## src/sv/jsu_pkg.sv

```systemverilog
// Package for the JSON string unescaper: result event codes, the command
// record passed from front end to back end, and character/UTF-8 helpers.
// No dependencies.
package jsu_pkg;

  typedef enum logic [2:0] {
    EV_BYTE     = 3'd0,
    EV_DONE     = 3'd1,
    EV_BAD_HEX  = 3'd2,
    EV_BAD_CHAR = 3'd3,
    EV_BAD_SURR = 3'd4,
    EV_BAD_ESC  = 3'd5,
    EV_NO_QUOTE = 3'd6
  } event_e;

  localparam logic [7:0] CH_QUOTE  = 8'h22;
  localparam logic [7:0] CH_BSLASH = 8'h5C;
  localparam logic [7:0] CH_SLASH  = 8'h2F;
  localparam logic [7:0] CH_U      = 8'h75;
  localparam logic [7:0] CH_SPACE  = 8'h20;

  // Surrogate halves, tested on the top six bits of a 16-bit code unit.
  localparam logic [5:0] SURR_HIGH_TAG = 6'b110110;  // D800..DBFF
  localparam logic [5:0] SURR_LOW_TAG  = 6'b110111;  // DC00..DFFF
  localparam logic [20:0] SUPP_BASE    = 21'h10000;

  localparam int QDepth = 4;
  localparam int QPtrW  = $clog2(QDepth);
  localparam int QCntW  = $clog2(QDepth + 1);

  // One command: up to four UTF-8 bytes of a code point, then an optional event.
  typedef struct packed {
    logic [20:0] cp;
    logic [2:0]  nbytes;
    logic        has_ev;
    event_e      ev;
  } cmd_t;

  typedef struct packed {
    logic       ok;
    logic [7:0] val;
  } dec_t;

  function automatic dec_t hex_digit(input logic [7:0] c);
    dec_t r;
    r = '{ok: 1'b1, val: 8'h00};
    if (c inside {[8'h30:8'h39]}) begin
      r.val = c - 8'h30;
    end else if (c inside {[8'h61:8'h66]}) begin
      r.val = c - 8'h57;
    end else if (c inside {[8'h41:8'h46]}) begin
      r.val = c - 8'h37;
    end else begin
      r.ok = 1'b0;
    end
    return r;
  endfunction

  function automatic dec_t short_escape(input logic [7:0] c);
    dec_t r;
    r = '{ok: 1'b1, val: 8'h00};
    case (c)
      CH_BSLASH: r.val = CH_BSLASH;
      CH_QUOTE:  r.val = CH_QUOTE;
      CH_SLASH:  r.val = CH_SLASH;
      8'h62:     r.val = 8'h08;  // b
      8'h66:     r.val = 8'h0C;  // f
      8'h6E:     r.val = 8'h0A;  // n
      8'h72:     r.val = 8'h0D;  // r
      8'h74:     r.val = 8'h09;  // t
      default:   r.ok  = 1'b0;
    endcase
    return r;
  endfunction

  // Byte idx (0 = lead) of the nbytes-long UTF-8 form of cp. A one-byte
  // form passes cp[7:0] unchanged, which also covers raw bytes 80..FF.
  function automatic logic [7:0] utf8_byte(input logic [20:0] cp,
                                           input logic [2:0] nbytes,
                                           input logic [2:0] idx);
    logic [7:0] b;
    b = cp[7:0];
    case (nbytes)
      3'd2: begin
        case (idx)
          3'd0:    b = {3'b110, cp[10:6]};
          default: b = {2'b10, cp[5:0]};
        endcase
      end
      3'd3: begin
        case (idx)
          3'd0:    b = {4'b1110, cp[15:12]};
          3'd1:    b = {2'b10, cp[11:6]};
          default: b = {2'b10, cp[5:0]};
        endcase
      end
      3'd4: begin
        case (idx)
          3'd0:    b = {5'b11110, cp[20:18]};
          3'd1:    b = {2'b10, cp[17:12]};
          3'd2:    b = {2'b10, cp[11:6]};
          default: b = {2'b10, cp[5:0]};
        endcase
      end
      default: b = cp[7:0];
    endcase
    return b;
  endfunction

endpackage

```

## src/sv/jsu_text_if.sv

```systemverilog
// Input channel of the JSON string unescaper: one raw text byte per transaction.
// No dependencies.
interface jsu_text_if;
  logic       valid;
  logic       ready;
  logic [7:0] text_byte;
  logic       text_end;

  modport source (output valid, output text_byte, output text_end, input ready);
  modport sink   (input valid, input text_byte, input text_end, output ready);
endinterface

```

## src/sv/jsu_res_if.sv

```systemverilog
// Output channel of the JSON string unescaper: one decoded result per transaction.
// No dependencies.
interface jsu_res_if;
  logic       valid;
  logic       ready;
  logic [7:0] out_byte;
  logic [2:0] event_res;
  logic       last;

  modport source (output valid, output out_byte, output event_res, output last,
                  input ready);
  modport sink   (input valid, input out_byte, input event_res, input last,
                  output ready);
endinterface

```

## src/sv/jsu_front.sv

```systemverilog
// Front end of the unescaper: accepts text bytes, runs the string parser and
// turns each byte into at most one command. Depends on jsu_pkg, jsu_text_if.
module jsu_front (
  input  logic          clk_i,
  input  logic          rst_ni,
  jsu_text_if.sink      text_i,
  input  logic          q_full_i,
  output logic          push_o,
  output jsu_pkg::cmd_t cmd_o
);
  import jsu_pkg::*;

  typedef enum logic [2:0] {
    PH_IDLE    = 3'd0,
    PH_STR     = 3'd1,
    PH_ESC     = 3'd2,
    PH_HEX     = 3'd3,
    PH_PAIR_BS = 3'd4,
    PH_PAIR_U  = 3'd5
  } phase_e;

  phase_e      phase_q, phase_d;
  logic [15:0] hex_q, hex_d;
  logic [9:0]  high_q, high_d;
  logic [1:0]  cnt_q, cnt_d;
  logic        pair_q, pair_d;
  logic        accept;
  logic        ended;
  cmd_t        cmd;
  dec_t        dig;
  dec_t        esc;
  logic [7:0]  c;
  logic [15:0] hex_new;

  assign text_i.ready = !q_full_i;
  assign accept       = text_i.valid && !q_full_i;
  assign c            = text_i.text_byte;
  assign dig          = hex_digit(c);
  assign esc          = short_escape(c);
  assign hex_new      = {hex_q[11:0], dig.val[3:0]};

  always_comb begin
    phase_d = phase_q;
    hex_d   = hex_q;
    high_d  = high_q;
    cnt_d   = cnt_q;
    pair_d  = pair_q;
    ended   = 1'b0;
    cmd     = '{cp: '0, nbytes: 3'd0, has_ev: 1'b0, ev: EV_BYTE};

    case (phase_q)
      PH_IDLE: begin
        phase_d = PH_STR;  // any byte counts as the opening quote
      end
      PH_STR: begin
        if (c == CH_QUOTE) begin
          ended = 1'b1; cmd.has_ev = 1'b1; cmd.ev = EV_DONE;
        end else if (c == CH_BSLASH) begin
          phase_d = PH_ESC;
        end else if (c < CH_SPACE) begin
          ended = 1'b1; cmd.has_ev = 1'b1; cmd.ev = EV_BAD_CHAR;
        end else begin
          cmd.cp = {13'd0, c}; cmd.nbytes = 3'd1;
        end
      end
      PH_ESC: begin
        if (c == CH_U) begin
          phase_d = PH_HEX; hex_d = '0; cnt_d = '0; pair_d = 1'b0;
        end else if (esc.ok) begin
          cmd.cp = {13'd0, esc.val}; cmd.nbytes = 3'd1;
          phase_d = PH_STR;
        end else begin
          ended = 1'b1; cmd.has_ev = 1'b1; cmd.ev = EV_BAD_ESC;
        end
      end
      PH_HEX: begin
        if (!dig.ok) begin
          ended = 1'b1; cmd.has_ev = 1'b1; cmd.ev = EV_BAD_HEX;
        end else begin
          hex_d = hex_new;
          cnt_d = cnt_q + 2'd1;
          if (cnt_q == 2'd3) begin
            if (pair_q) begin
              if (hex_new[15:10] != SURR_LOW_TAG) begin
                ended = 1'b1; cmd.has_ev = 1'b1; cmd.ev = EV_BAD_SURR;
              end else begin
                cmd.cp     = {1'b0, high_q, hex_new[9:0]} + SUPP_BASE;
                cmd.nbytes = 3'd4;
                pair_d     = 1'b0;
                phase_d    = PH_STR;
              end
            end else if (hex_new < 16'(CH_SPACE)) begin
              ended = 1'b1; cmd.has_ev = 1'b1; cmd.ev = EV_BAD_CHAR;
            end else if (hex_new[15:10] == SURR_HIGH_TAG) begin
              high_d  = hex_new[9:0];
              phase_d = PH_PAIR_BS;
            end else begin
              cmd.cp = {5'd0, hex_new};
              if (hex_new < 16'h0080) begin
                cmd.nbytes = 3'd1;
              end else if (hex_new < 16'h0800) begin
                cmd.nbytes = 3'd2;
              end else begin
                cmd.nbytes = 3'd3;
              end
              phase_d = PH_STR;
            end
          end
        end
      end
      PH_PAIR_BS: begin
        if (c == CH_BSLASH) begin
          phase_d = PH_PAIR_U;
        end else begin
          ended = 1'b1; cmd.has_ev = 1'b1; cmd.ev = EV_BAD_SURR;
        end
      end
      PH_PAIR_U: begin
        if (c == CH_U) begin
          phase_d = PH_HEX; hex_d = '0; cnt_d = '0; pair_d = 1'b1;
        end else begin
          ended = 1'b1; cmd.has_ev = 1'b1; cmd.ev = EV_BAD_SURR;
        end
      end
      default: begin
        phase_d = PH_IDLE;
      end
    endcase

    // Text ran out in the middle of a string: report by where it stopped.
    if (text_i.text_end && !ended && phase_d != PH_IDLE) begin
      cmd.has_ev = 1'b1;
      case (phase_d)
        PH_ESC:                cmd.ev = EV_BAD_ESC;
        PH_HEX:                cmd.ev = EV_BAD_HEX;
        PH_PAIR_BS, PH_PAIR_U: cmd.ev = EV_BAD_SURR;
        default:               cmd.ev = EV_NO_QUOTE;
      endcase
      ended = 1'b1;
    end

    if (ended) begin
      phase_d = PH_IDLE;
      pair_d  = 1'b0;
      cnt_d   = '0;
    end
  end

  assign push_o = accept && (cmd.nbytes != 3'd0 || cmd.has_ev);
  assign cmd_o  = cmd;

  always_ff @(posedge clk_i or negedge rst_ni) begin
    if (!rst_ni) begin
      phase_q <= PH_IDLE;
      hex_q   <= '0;
      high_q  <= '0;
      cnt_q   <= '0;
      pair_q  <= 1'b0;
    end else if (accept) begin
      phase_q <= phase_d;
      hex_q   <= hex_d;
      high_q  <= high_d;
      cnt_q   <= cnt_d;
      pair_q  <= pair_d;
    end
  end

endmodule

```

## src/sv/jsu_fifo.sv

```systemverilog
// Command queue between front and back end of the unescaper.
// Depends on jsu_pkg.
module jsu_fifo (
  input  logic          clk_i,
  input  logic          rst_ni,
  input  logic          push_i,
  input  jsu_pkg::cmd_t push_data_i,
  output logic          full_o,
  input  logic          pop_i,
  output logic          empty_o,
  output jsu_pkg::cmd_t head_o
);
  import jsu_pkg::*;

  cmd_t             mem_q [QDepth];
  logic [QPtrW-1:0] wr_q, rd_q;
  logic [QCntW-1:0] cnt_q;
  logic             do_push, do_pop;

  assign full_o  = (cnt_q == QCntW'(QDepth));
  assign empty_o = (cnt_q == '0);
  assign head_o  = mem_q[rd_q];
  assign do_push = push_i && !full_o;
  assign do_pop  = pop_i && !empty_o;

  always_ff @(posedge clk_i) begin
    if (do_push) begin
      mem_q[wr_q] <= push_data_i;
    end
  end

  always_ff @(posedge clk_i or negedge rst_ni) begin
    if (!rst_ni) begin
      wr_q  <= '0;
      rd_q  <= '0;
      cnt_q <= '0;
    end else begin
      if (do_push) begin
        wr_q <= wr_q + 1'b1;
      end
      if (do_pop) begin
        rd_q <= rd_q + 1'b1;
      end
      case ({do_push, do_pop})
        2'b10:   cnt_q <= cnt_q + 1'b1;
        2'b01:   cnt_q <= cnt_q - 1'b1;
        default: cnt_q <= cnt_q;
      endcase
    end
  end

endmodule

```

## src/sv/jsu_back.sv

```systemverilog
// Back end of the unescaper: expands each command into UTF-8 bytes and an
// optional event, one registered result per cycle unless stalled. Depends on jsu_pkg.
module jsu_back (
  input  logic          clk_i,
  input  logic          rst_ni,
  input  logic          q_empty_i,
  input  jsu_pkg::cmd_t head_i,
  output logic          pop_o,
  jsu_res_if.source     res_o
);
  import jsu_pkg::*;

  logic [2:0] idx_q;
  logic [2:0] total;
  logic       load;
  logic       is_last;
  logic       valid_q;
  logic [7:0] byte_q;
  event_e     ev_q;
  logic       last_q;

  assign total   = head_i.nbytes + {2'b00, head_i.has_ev};
  assign is_last = (idx_q == total - 3'd1);
  assign load    = !q_empty_i && (!valid_q || res_o.ready);
  assign pop_o   = load && is_last;

  always_ff @(posedge clk_i or negedge rst_ni) begin
    if (!rst_ni) begin
      valid_q <= 1'b0;
      idx_q   <= '0;
    end else begin
      if (load) begin
        valid_q <= 1'b1;
        idx_q   <= is_last ? 3'd0 : idx_q + 3'd1;
      end else if (res_o.ready) begin
        valid_q <= 1'b0;
      end
    end
  end

  always_ff @(posedge clk_i) begin
    if (load) begin
      last_q <= is_last;
      if (idx_q < head_i.nbytes) begin
        byte_q <= utf8_byte(head_i.cp, head_i.nbytes, idx_q);
        ev_q   <= EV_BYTE;
      end else begin
        byte_q <= 8'h00;
        ev_q   <= head_i.ev;
      end
    end
  end

  assign res_o.valid     = valid_q;
  assign res_o.out_byte  = byte_q;
  assign res_o.event_res = ev_q;
  assign res_o.last      = last_q;

endmodule

```

## src/sv/json_string_unescape_utf8.sv

```systemverilog
// JSON string unescaper with UTF-8 output. Feed the raw bytes of one JSON
// string literal on text_i, the opening quote first; the block drops that
// first byte, copies plain bytes (0x80..0xFF included) unchanged, decodes the
// eight short escapes, and turns \uXXXX escapes and surrogate pairs into one
// to four UTF-8 bytes. Each result on res_o carries out_byte, an event code
// (byte, done, or one of five errors that end the string) and last, which
// marks the final result caused by one input byte; a byte that only advances
// the parser gives no result. Assert text_end with the final byte of the text;
// an unfinished string then ends with an error chosen by where it stopped.
// Rate: the front end takes one text byte per cycle whenever the four-entry
// command queue has room, so plain text streams at one byte per cycle while
// the receiver keeps up. The back end delivers one result per cycle through
// its output register while the receiver is ready, so a byte that yields
// several results holds the back end until all are out (up to five for a
// supplementary code point with an ending event); the queue absorbs such
// bursts. A byte's first result goes through the queue and output register.
// Depends on jsu_pkg, jsu_text_if, jsu_res_if, jsu_front, jsu_fifo, jsu_back.
module json_string_unescape_utf8 (
  input  logic      clk_i,
  input  logic      rst_ni,
  jsu_text_if.sink  text_i,
  jsu_res_if.source res_o
);
  import jsu_pkg::*;

  logic push, full, pop, empty;
  cmd_t push_cmd, head_cmd;

  // Parse and classify: one command per byte that has anything to report.
  jsu_front u_front (
    .clk_i    (clk_i),
    .rst_ni   (rst_ni),
    .text_i   (text_i),
    .q_full_i (full),
    .push_o   (push),
    .cmd_o    (push_cmd)
  );

  // Decouple parsing from result delivery.
  jsu_fifo u_fifo (
    .clk_i       (clk_i),
    .rst_ni      (rst_ni),
    .push_i      (push),
    .push_data_i (push_cmd),
    .full_o      (full),
    .pop_i       (pop),
    .empty_o     (empty),
    .head_o      (head_cmd)
  );

  // Expand commands into UTF-8 bytes and events.
  jsu_back u_back (
    .clk_i     (clk_i),
    .rst_ni    (rst_ni),
    .q_empty_i (empty),
    .head_i    (head_cmd),
    .pop_o     (pop),
    .res_o     (res_o)
  );

endmodule

```

## src/flat_wrapper.sv

```systemverilog
// flat-port wrapper written by rule: the top's interface ports become plain ports
module json_string_unescape_utf8_flat import jsu_pkg::*;
  (clk_i, rst_ni, text_i_valid, text_i_text_byte, text_i_text_end, text_i_ready, res_o_valid, res_o_out_byte, res_o_event_res, res_o_last, res_o_ready);
  jsu_text_if text_i_i ();
  jsu_res_if res_o_i ();
  input  logic clk_i;
  input  logic rst_ni;
  input wire logic [$bits(text_i_i.valid)-1:0] text_i_valid;
  input wire logic [$bits(text_i_i.text_byte)-1:0] text_i_text_byte;
  input wire logic [$bits(text_i_i.text_end)-1:0] text_i_text_end;
  output wire logic [$bits(text_i_i.ready)-1:0] text_i_ready;
  output wire logic [$bits(res_o_i.valid)-1:0] res_o_valid;
  output wire logic [$bits(res_o_i.out_byte)-1:0] res_o_out_byte;
  output wire logic [$bits(res_o_i.event_res)-1:0] res_o_event_res;
  output wire logic [$bits(res_o_i.last)-1:0] res_o_last;
  input wire logic [$bits(res_o_i.ready)-1:0] res_o_ready;
  assign text_i_i.valid = text_i_valid;
  assign text_i_i.text_byte = text_i_text_byte;
  assign text_i_i.text_end = text_i_text_end;
  assign text_i_ready = text_i_i.ready;
  assign res_o_valid = res_o_i.valid;
  assign res_o_out_byte = res_o_i.out_byte;
  assign res_o_event_res = res_o_i.event_res;
  assign res_o_last = res_o_i.last;
  assign res_o_i.ready = res_o_ready;
  json_string_unescape_utf8 u_core (.clk_i(clk_i), .rst_ni(rst_ni), .text_i(text_i_i), .res_o(res_o_i));
endmodule
```

## config.mk

```make
export PLATFORM = sky130hd
export DESIGN_NAME = json_string_unescape_utf8_flat
export DESIGN_NICKNAME = d
export VERILOG_FILES = /design/src/sv/jsu_pkg.sv /design/src/sv/jsu_text_if.sv /design/src/sv/jsu_res_if.sv /design/src/sv/jsu_front.sv /design/src/sv/jsu_fifo.sv /design/src/sv/jsu_back.sv /design/src/sv/json_string_unescape_utf8.sv /design/src/flat_wrapper.sv
export SDC_FILE = /design/constraint.sdc
export NUM_CORES = 1
export LEC_CHECK = 0
export BUFFER_PORTS_ARGS = -buffer_cell sky130_fd_sc_hd__buf_2
export CAP_MARGIN = 20
export CORE_MARGIN = 2
export CORE_UTILIZATION = 45
export CTS_CLUSTER_DIAMETER = 200
export DETAILED_ROUTE_END_ITERATION = 8
export GPL_TIMING_DRIVEN = 0
export SYNTH_ARGS = -nofsm -noshare
export SYNTH_HDL_FRONTEND = slang
export SYNTH_SLANG_ARGS = --single-unit
```

## constraint.sdc

```tcl
create_clock -name clk_i -period 5.6 [get_ports clk_i]
set_clock_uncertainty 0.1 [all_clocks]
set_input_delay 1.12 -clock clk_i [delete_from_list [all_inputs] [get_ports clk_i]]
set_output_delay 1.12 -clock clk_i [all_outputs]
set_load 0.03 [all_outputs]
```

# After elaboration in Yosys (flattened, before gate mapping)
# Memory sizes are Yosys's and may differ from the RTL's.
# Cells that the tools add are included.
[totals] mem_bits_rw=112 input_bits=13 memories=1 regBits=51 wordCells=195
[memory_table] name="u_core.u_fifo.mem_q" depth=4 word_bits=28 rd=1 rd_ports_with_merged_regs=0 write_ports=1 line_no="jsu_fifo.sv:15" text="cmd_t mem_q [QDepth];"
[classes] order_cmp=11 n_reduce_logical=34 eq_ne=37 mux=85 addsub=12 n_bitwise=2
[op_table] operator="$mux W28" count=3
[op_table] operator="$mux W24" count=3
[op_table] operator="$pmux W24 S3" count=1
[op_table] operator="$eq A8 B7 Y1 const B" count=7
[op_table] operator="$pmux W7 S8" count=1
[op_table] operator="$mux W4" count=12
[op_table] operator="$mux W3" count=15
[op_table] operator="$mux W19" count=2
[op_table] operator="$mux W1" count=28
[op_table] operator="$mux W12" count=2
[op_table] operator="$pmux W12 S2" count=1
[op_table] operator="$pmux W8 S3" count=1
[op_table] operator="$mux W11" count=2
[op_table] operator="$add A20 B17 Y21 const B" count=1
[op_table] operator="$eq A3 B2 Y1 const B" count=7
[op_table] operator="$pmux W7 S3" count=1
[op_table] operator="$pmux W4 S5" count=1
[op_table] operator="$eq A3 B3 Y1 const B" count=6
[op_table] operator="$pmux W3 S6" count=1
[op_table] operator="$eq A8 B6 Y1 const B" count=2
[op_table] operator="$ge A8 B7 Y1 const B" count=2
[op_table] operator="$le A8 B7 Y1 const B" count=2
[op_table] operator="$lt A16 B12 Y1 const B" count=1
[op_table] operator="$lt A16 B6 Y1 const B" count=1
[op_table] operator="43 further kinds" count=78

# Longest topological paths before layout
[depth] ltp_word=20 ltp_mapped=15 mapped_depth_nobuf=15

# Modules after synthesis
# Synthesis repeated with hierarchy kept, for this count alone.
[unflattened] cells_unflattened=617 hier_area_um2=8127.8
[modules_own_cells] module="jsu_fifo" cells_each=183 n_inst=1 seq_area_each_um2=3538.4 area_each_um2=4488.1
[modules_own_cells] module="jsu_front" cells_each=296 n_inst=1 seq_area_each_um2=700.7 area_each_um2=2347.3
[modules_own_cells] module="jsu_back" cells_each=138 n_inst=1 seq_area_each_um2=460.4 area_each_um2=1292.5

# Least setup slack after synthesis
# OpenSTA, ideal clock, no wires.
[synth_path] path_type="input-to-reg" from="in text_i_text_byte[3]" to="mem u_core.u_fifo.mem_q[0][0] in the netlist's numbering (enable)" setup_ps=387 stages=7 t_arrival_ps=3752 path_buffers=0 slack_ps=1360 t_required_ps=5113 cell_sequence="or4b_4 -> a311oi_4 -> o21ai_2 -> nor4b_4 -> a21oi_2 -> a41oi_4 -> and2_1"
[synth_via] elab_chain_len=20
[synth_rtl] item="start: declaration" line_no="flat_wrapper.sv:9" text="input wire logic [$bits(text_i_i.text_byte)-1:0] text_i_text_byte;"
[synth_rtl] item="$ge A8 B7 Y1 or $le A8 B7 Y1 (tied branches)" line_no="jsu_pkg.sv:51" text="end else if (c inside {[8'h41:8'h46]}) begin"
[synth_rtl] item="$logic_and A1 B1 Y1" line_no="jsu_pkg.sv:51"
[synth_rtl] item="$mux W4" line_no="jsu_pkg.sv:51"
[synth_rtl] item="$mux W4" line_no="jsu_pkg.sv:49" text="end else if (c inside {[8'h61:8'h66]}) begin"
[synth_rtl] item="$mux W4" line_no="jsu_pkg.sv:47" text="if (c inside {[8'h30:8'h39]}) begin"
[synth_rtl] item="$lt A16 B12 Y1 or $lt A16 B6 Y1 (tied branches)" line_no="jsu_front.sv:101, jsu_front.sv:92"
[synth_rtl] item="$mux W1, on equally long branches" line_no="jsu_front.sv:101, jsu_front.sv:92"
[synth_rtl] item="$mux W3 or $mux W1 (tied branches)" line_no="jsu_front.sv:99, jsu_front.sv:83"
[synth_rtl] item="(+4 left out)"
[synth_rtl] item="$mux W24 or $logic_and A1 B1 Y1 (tied branches)" line_no="jsu_front.sv:77, jsu_front.sv:131"
[synth_rtl] item="$pmux W24 S3 or $logic_and A1 B1 Y1 (tied branches)" line_no="jsu_front.sv:51, jsu_front.sv:131"
[synth_rtl] item="$reduce_bool A3 Y1 or $mux W4 (tied branches)" line_no="jsu_front.sv:149, jsu_front.sv:131"
[synth_rtl] item="$logic_or A1 B1 Y1 (*)" line_no="jsu_front.sv:149" text="assign push_o = accept && (cmd.nbytes != 3'd0 || cmd.has_ev);"
[synth_rtl] item="$logic_and A1 B1 Y1 (*)" line_no="jsu_front.sv:149"
[synth_rtl] item="$logic_and A1 B1 Y1 (*)" line_no="jsu_fifo.sv:23" text="assign do_push = push_i && !full_o;"
[synth_rtl] item="$mux W1 (*)" line_no="jsu_fifo.sv:27" text="if (do_push) begin"
[synth_rtl] item="$mux W1 (not written as such) (*)" line_no="jsu_fifo.sv:28" text="mem_q[wr_q] <= push_data_i;"
[synth_rtl] item="end: declaration" line_no="jsu_fifo.sv:15"
# Mark *: on every way between the ends. The rest lies on a longest branch, timed or not.

# Worst setup path after layout
[layout_path] from="in text_i_text_byte[0]" to="reg u_core.u_fifo.cnt_q[2]"
[layout_via] elab_chain_len=20
[layout_rtl] item="$ge A8 B7 Y1 or $le A8 B7 Y1 (tied branches)" line_no="jsu_pkg.sv:51"
[layout_rtl] item="$logic_and A1 B1 Y1" line_no="jsu_pkg.sv:51"
[layout_rtl] item="$mux W4" line_no="jsu_pkg.sv:51"
[layout_rtl] item="$mux W4" line_no="jsu_pkg.sv:49"
[layout_rtl] item="$mux W4" line_no="jsu_pkg.sv:47"
[layout_rtl] item="$lt A16 B12 Y1 or $lt A16 B6 Y1 (tied branches)" line_no="jsu_front.sv:101, jsu_front.sv:92"
[layout_rtl] item="$mux W1, on equally long branches" line_no="jsu_front.sv:101, jsu_front.sv:92"
[layout_rtl] item="$mux W3 or $mux W1 (tied branches)" line_no="jsu_front.sv:99, jsu_front.sv:83"
[layout_rtl] item="(+4 left out)"
[layout_rtl] item="$mux W24 or $logic_and A1 B1 Y1 (tied branches)" line_no="jsu_front.sv:77, jsu_front.sv:131"
[layout_rtl] item="$pmux W24 S3 or $logic_and A1 B1 Y1 (tied branches)" line_no="jsu_front.sv:51, jsu_front.sv:131"
[layout_rtl] item="$reduce_bool A3 Y1 or $mux W4 (tied branches)" line_no="jsu_front.sv:149, jsu_front.sv:131"
[layout_rtl] item="$logic_or A1 B1 Y1 (*)" line_no="jsu_front.sv:149"
[layout_rtl] item="$logic_and A1 B1 Y1 (*)" line_no="jsu_front.sv:149"
[layout_rtl] item="$logic_and A1 B1 Y1 (*)" line_no="jsu_fifo.sv:23"
[layout_rtl] item="$eq A2 B1 Y1 or $eq A2 B2 Y1 (tied branches)" line_no="jsu_fifo.sv:44" text="case ({do_push, do_pop})"
[layout_rtl] item="$pmux W3 S2 or $reduce_bool A2 Y1 (tied branches)"
[layout_rtl] item="end signal: assignment" line_no="jsu_fifo.sv:45" text="2'b10: cnt_q <= cnt_q + 1'b1;"
[layout_rtl] item="end signal: assignment" line_no="jsu_fifo.sv:46" text="2'b01: cnt_q <= cnt_q - 1'b1;"
[layout_rtl] item="end signal: assignment" line_no="jsu_fifo.sv:47" text="default: cnt_q <= cnt_q;"
[layout_rtl] item="end: declaration" line_no="jsu_fifo.sv:17" text="logic [QCntW-1:0] cnt_q;"
# Marks and branches as above.
# A chain may end at the register's enable or synchronous reset.

==> results.tsv <==
stage	metric	value	unit
outcome	outcome	finished, final reports clean	
sta	fin_crit_sh	81.9	%
global_routing	globalRouteOverflowTotal	0	
global_routing	grt_pass1_vias	5221	
worst_setup_path	setup.worst_path.class	in -> reg	
clock_tree	clock_sinks	163	
job	drv_cap	0	
power	cellPowerDensity	495	nW/um^2
final_layout	layout_commonest_cell	edfxtp_1	
place	io_buffers	26	
synth	syn-cell-area	8000	um^2
power	vdd_drop_max	0.302	mV
clock_tree	root_buffer	clkbuf_16	
global_routing	antenna_found_initial	0	
global_routing	grt_max_degree	40	
floorplan	io_pins	27	
global_routing	grt_pass1_wl	28800	um
synth	synth-edff-count	124	
detailed_routing	vias_per_cell	5.94	
clock_tree	cts_tree	built	
detailed_routing	drcViolationCount	0	
worst_setup_path	critPathLaunchType	primary input	
sta	hold_viol_final	0	
final_layout	diodes	0	
global_routing	grtUsageTotal	20.8	%
floorplan	core_area	17400	um^2
synth	synth_top_flop_cell	edfxtp_1	
worst_setup_path	cp_max_fo	8	
min_path	hold_path_class	reg -> reg	
worst_setup_path	critPathRequiredTime	5.84	ns
clock_tree	numCtsBuffers	17	
sta	max_freq	218	MHz
place	gp_congestion	0.879	
synth	synth.avg_cell_area	13.4	um^2
sta	setup_violations	0	
clock_tree	clock_latency	0.42	ns
sta	rsz0062_at_grt	false	
floorplan	dieArea	18900	um^2
floorplan	die_width	137	um
detailed_routing	vias	5231	
clock_tree	clock_tree.buffer_depth	2	
floorplan	start_util	46.1	%
sta	fin_crit	4.58	ns
worst_setup_path	reg2regPathDepth	14	
worst_setup_path	cp_data_arrival_time	4.83	ns
sta	slew_headroom	36.8	%
detailed_routing	wire_per_inst	20.6	um
place	hpwl	12900	um
floorplan	fp-row-count	48	
synth	ys_seq_elements	163	
final_layout	layout.nets	676	
synth	synth-warning-count	0	
detailed_routing	drtPass1Iterations	5	
synth	syn_inst	598	
final_layout	drive_above_1_share	18.5	%
sta	final_max_slew_viol_count	0	
final_layout	postLayoutCoreUtil	51.7	%
clock_tree	h-tree-depth	4	
clock_tree	post_cts_buffers	0	
detailed_routing	drt_wl_total	18100	um
clock_tree	cts_hold_buf	0	
synth	seq_area_frac_synth	58.8	%
synth	ys_types	67	
power	power	4.44	mW
final_layout	layout_common_cells	124 x edfxtp_1, 65 x nand2_1, 39 x dfrtp_1	
worst_setup_path	cp-end-kind	flop	
clock_tree	clkTransAtPathRegs	0.06	ns
min_path	hold_depth	2	
sta	tightest_slew	0.940	ns
sta	fin_setup_tns	0	ns
final_layout	syn2layout_area_growth	12.1	%
detailed_routing	ant_nets	0	
synth	synth-async-reset-ratio	23.9	%
clock_tree	cts_resized	0	
detailed_routing	drt_iter0_drc	475	
synth	synthesis.nets	631	
power	leakagePower	3.25	nW
floorplan	die_h	137	um
[layer usage]
layer	wire length, um	global-route usage, %	vias to the layer above
met1	8000	27.2	2625
met3	818	4.56	37
met2	8630	33.3	164
li1	-	-	2405
met4	647	9.22	0
met5	0	0	-
[Yosys cell counts (14+ instances only)]
| library cell | n | area (um^2) |
|---|---|---|
| a21oi_1 | 21 | 105 |
| a22o_1 | 14 | 123 |
| and2_1 | 14 | 87.6 |
| clkbuf_1 | 16 | 60.1 |
| dfrtp_1 | 39 | 976 |
| edfxtp_1 | 124 | 3720 |
| ha_1 | 19 | 238 |
| inv_1 | 22 | 82.6 |
| mux4_2 | 28 | 631 |
| nand2_1 | 65 | 244 |
| nor2_1 | 27 | 101 |
| nor3_1 | 14 | 70.1 |
| o21ai_0 | 34 | 170 |
[flip-flops by register name (all words and copies together) (netlist names)]
| signal | cells |
|---|---|
| u_core.u_front.phase_q | 3 |
| u_core.u_back.res_o.last | 1 |
| u_core.u_fifo.mem_q | 112 |
| u_core.u_fifo.wr_q | 2 |
| u_core.u_front.hex_q | 12 |
| u_core.u_back.idx_q | 3 |
| u_core.u_back.res_o.valid | 1 |
| u_core.u_front.high_q | 10 |
| u_core.u_fifo.cnt_q | 3 |
| u_core.u_front.cnt_q | 2 |
| u_core.u_front.pair_q | 1 |
| u_core.u_back.res_o.event_res | 3 |
| u_core.u_back.res_o.out_byte | 8 |
| u_core.u_fifo.rd_q | 2 |
[power by group]
part | internal [mW] | leakage (nW) | switching, mW
sequential | 1.60 | 1.63 | 0.0855
clock | 0.614 | 0.264 | 0.480
combinational | 0.629 | 1.36 | 1.03
total | 2.84 | 3.25 | 1.60
[cell families (layout without fill, tap and decap cells)]
family,count (synthesis),count (layout),synth area share (%)
flops,163,163,58.8
mux,48,48,10.6
simple gates,181,181,12.2
fa+ha+maj,20,20,3.22
buf+inv,46,103,2.28
compound gates,128,128,11.6
xor+xnor,12,12,1.31
[cell type report]
| class | count | area, um^2 |
|---|---|---|
| clock inverters | 14 | 128 |
| repair buffers | 26 | 130 |
| fillers | 1501 | 8390 |
| inverters | 23 | 86.3 |
| well taps | 225 | 282 |
| flip-flops and latches | 163 | 4700 |
| plain buffers | 23 | 96.3 |
| multi-input cells | 389 | 3120 |
| clock buffers | 17 | 425 |
[metrics by stage]
step	instance area, um^2	setup slack [ns]	hold slack, ns	cells
floorplan	8000	1.36	0.350	598
global placement	8410	0.163	0.378	849
detailed placement	8410	0.607	0.385	849
CTS	8970	0.980	0.400	880
global route	8970	0.698	0.423	880
finish	8970	1.02	0.390	880
[worst max-delay path, cell delays in order]
cell and delay (ns):
buf_2 0.16, inv_1 0.11, ha_1 0.21, nand3_1 0.10, nor4_1 0.73, a21oi_1 0.23, a31oi_2 0.33, nor3b_4 0.33
a41oi_4 0.24, inv_1 0.17, ha_1 0.20, inv_1 0.06, fa_1 0.38, xor2_1 0.15, nor2_1 0.12, xor2_1 0.17
[final timing paths]
kind | start | slack [ns] | to
hold reg to reg | u_core.u_back.res_o.valid$_DFFE_PN0P_ | 0.39 | u_core.u_back.res_o.valid$_DFFE_PN0P_
setup / recovery | text_i_text_byte[0] | 1.02 | u_core.u_fifo.cnt_q[2]$_DFFE_PN0P_
max in group asynchronous | rst_ni | 4.10 | u_core.u_front.cnt_q[0]$_DFFE_PN0P_
hold / removal | u_core.u_back.res_o.valid$_DFFE_PN0P_ | 0.39 | u_core.u_back.res_o.valid$_DFFE_PN0P_
setup reg to reg | u_core.u_fifo.rd_q[1]$_DFFE_PN0P_ | 1.06 | u_core.u_fifo.cnt_q[2]$_DFFE_PN0P_
min in group asynchronous | rst_ni | 0.72 | u_core.u_back.res_o.valid$_DFFE_PN0P_
No activity file was read; power rests on OpenSTA's default activity.
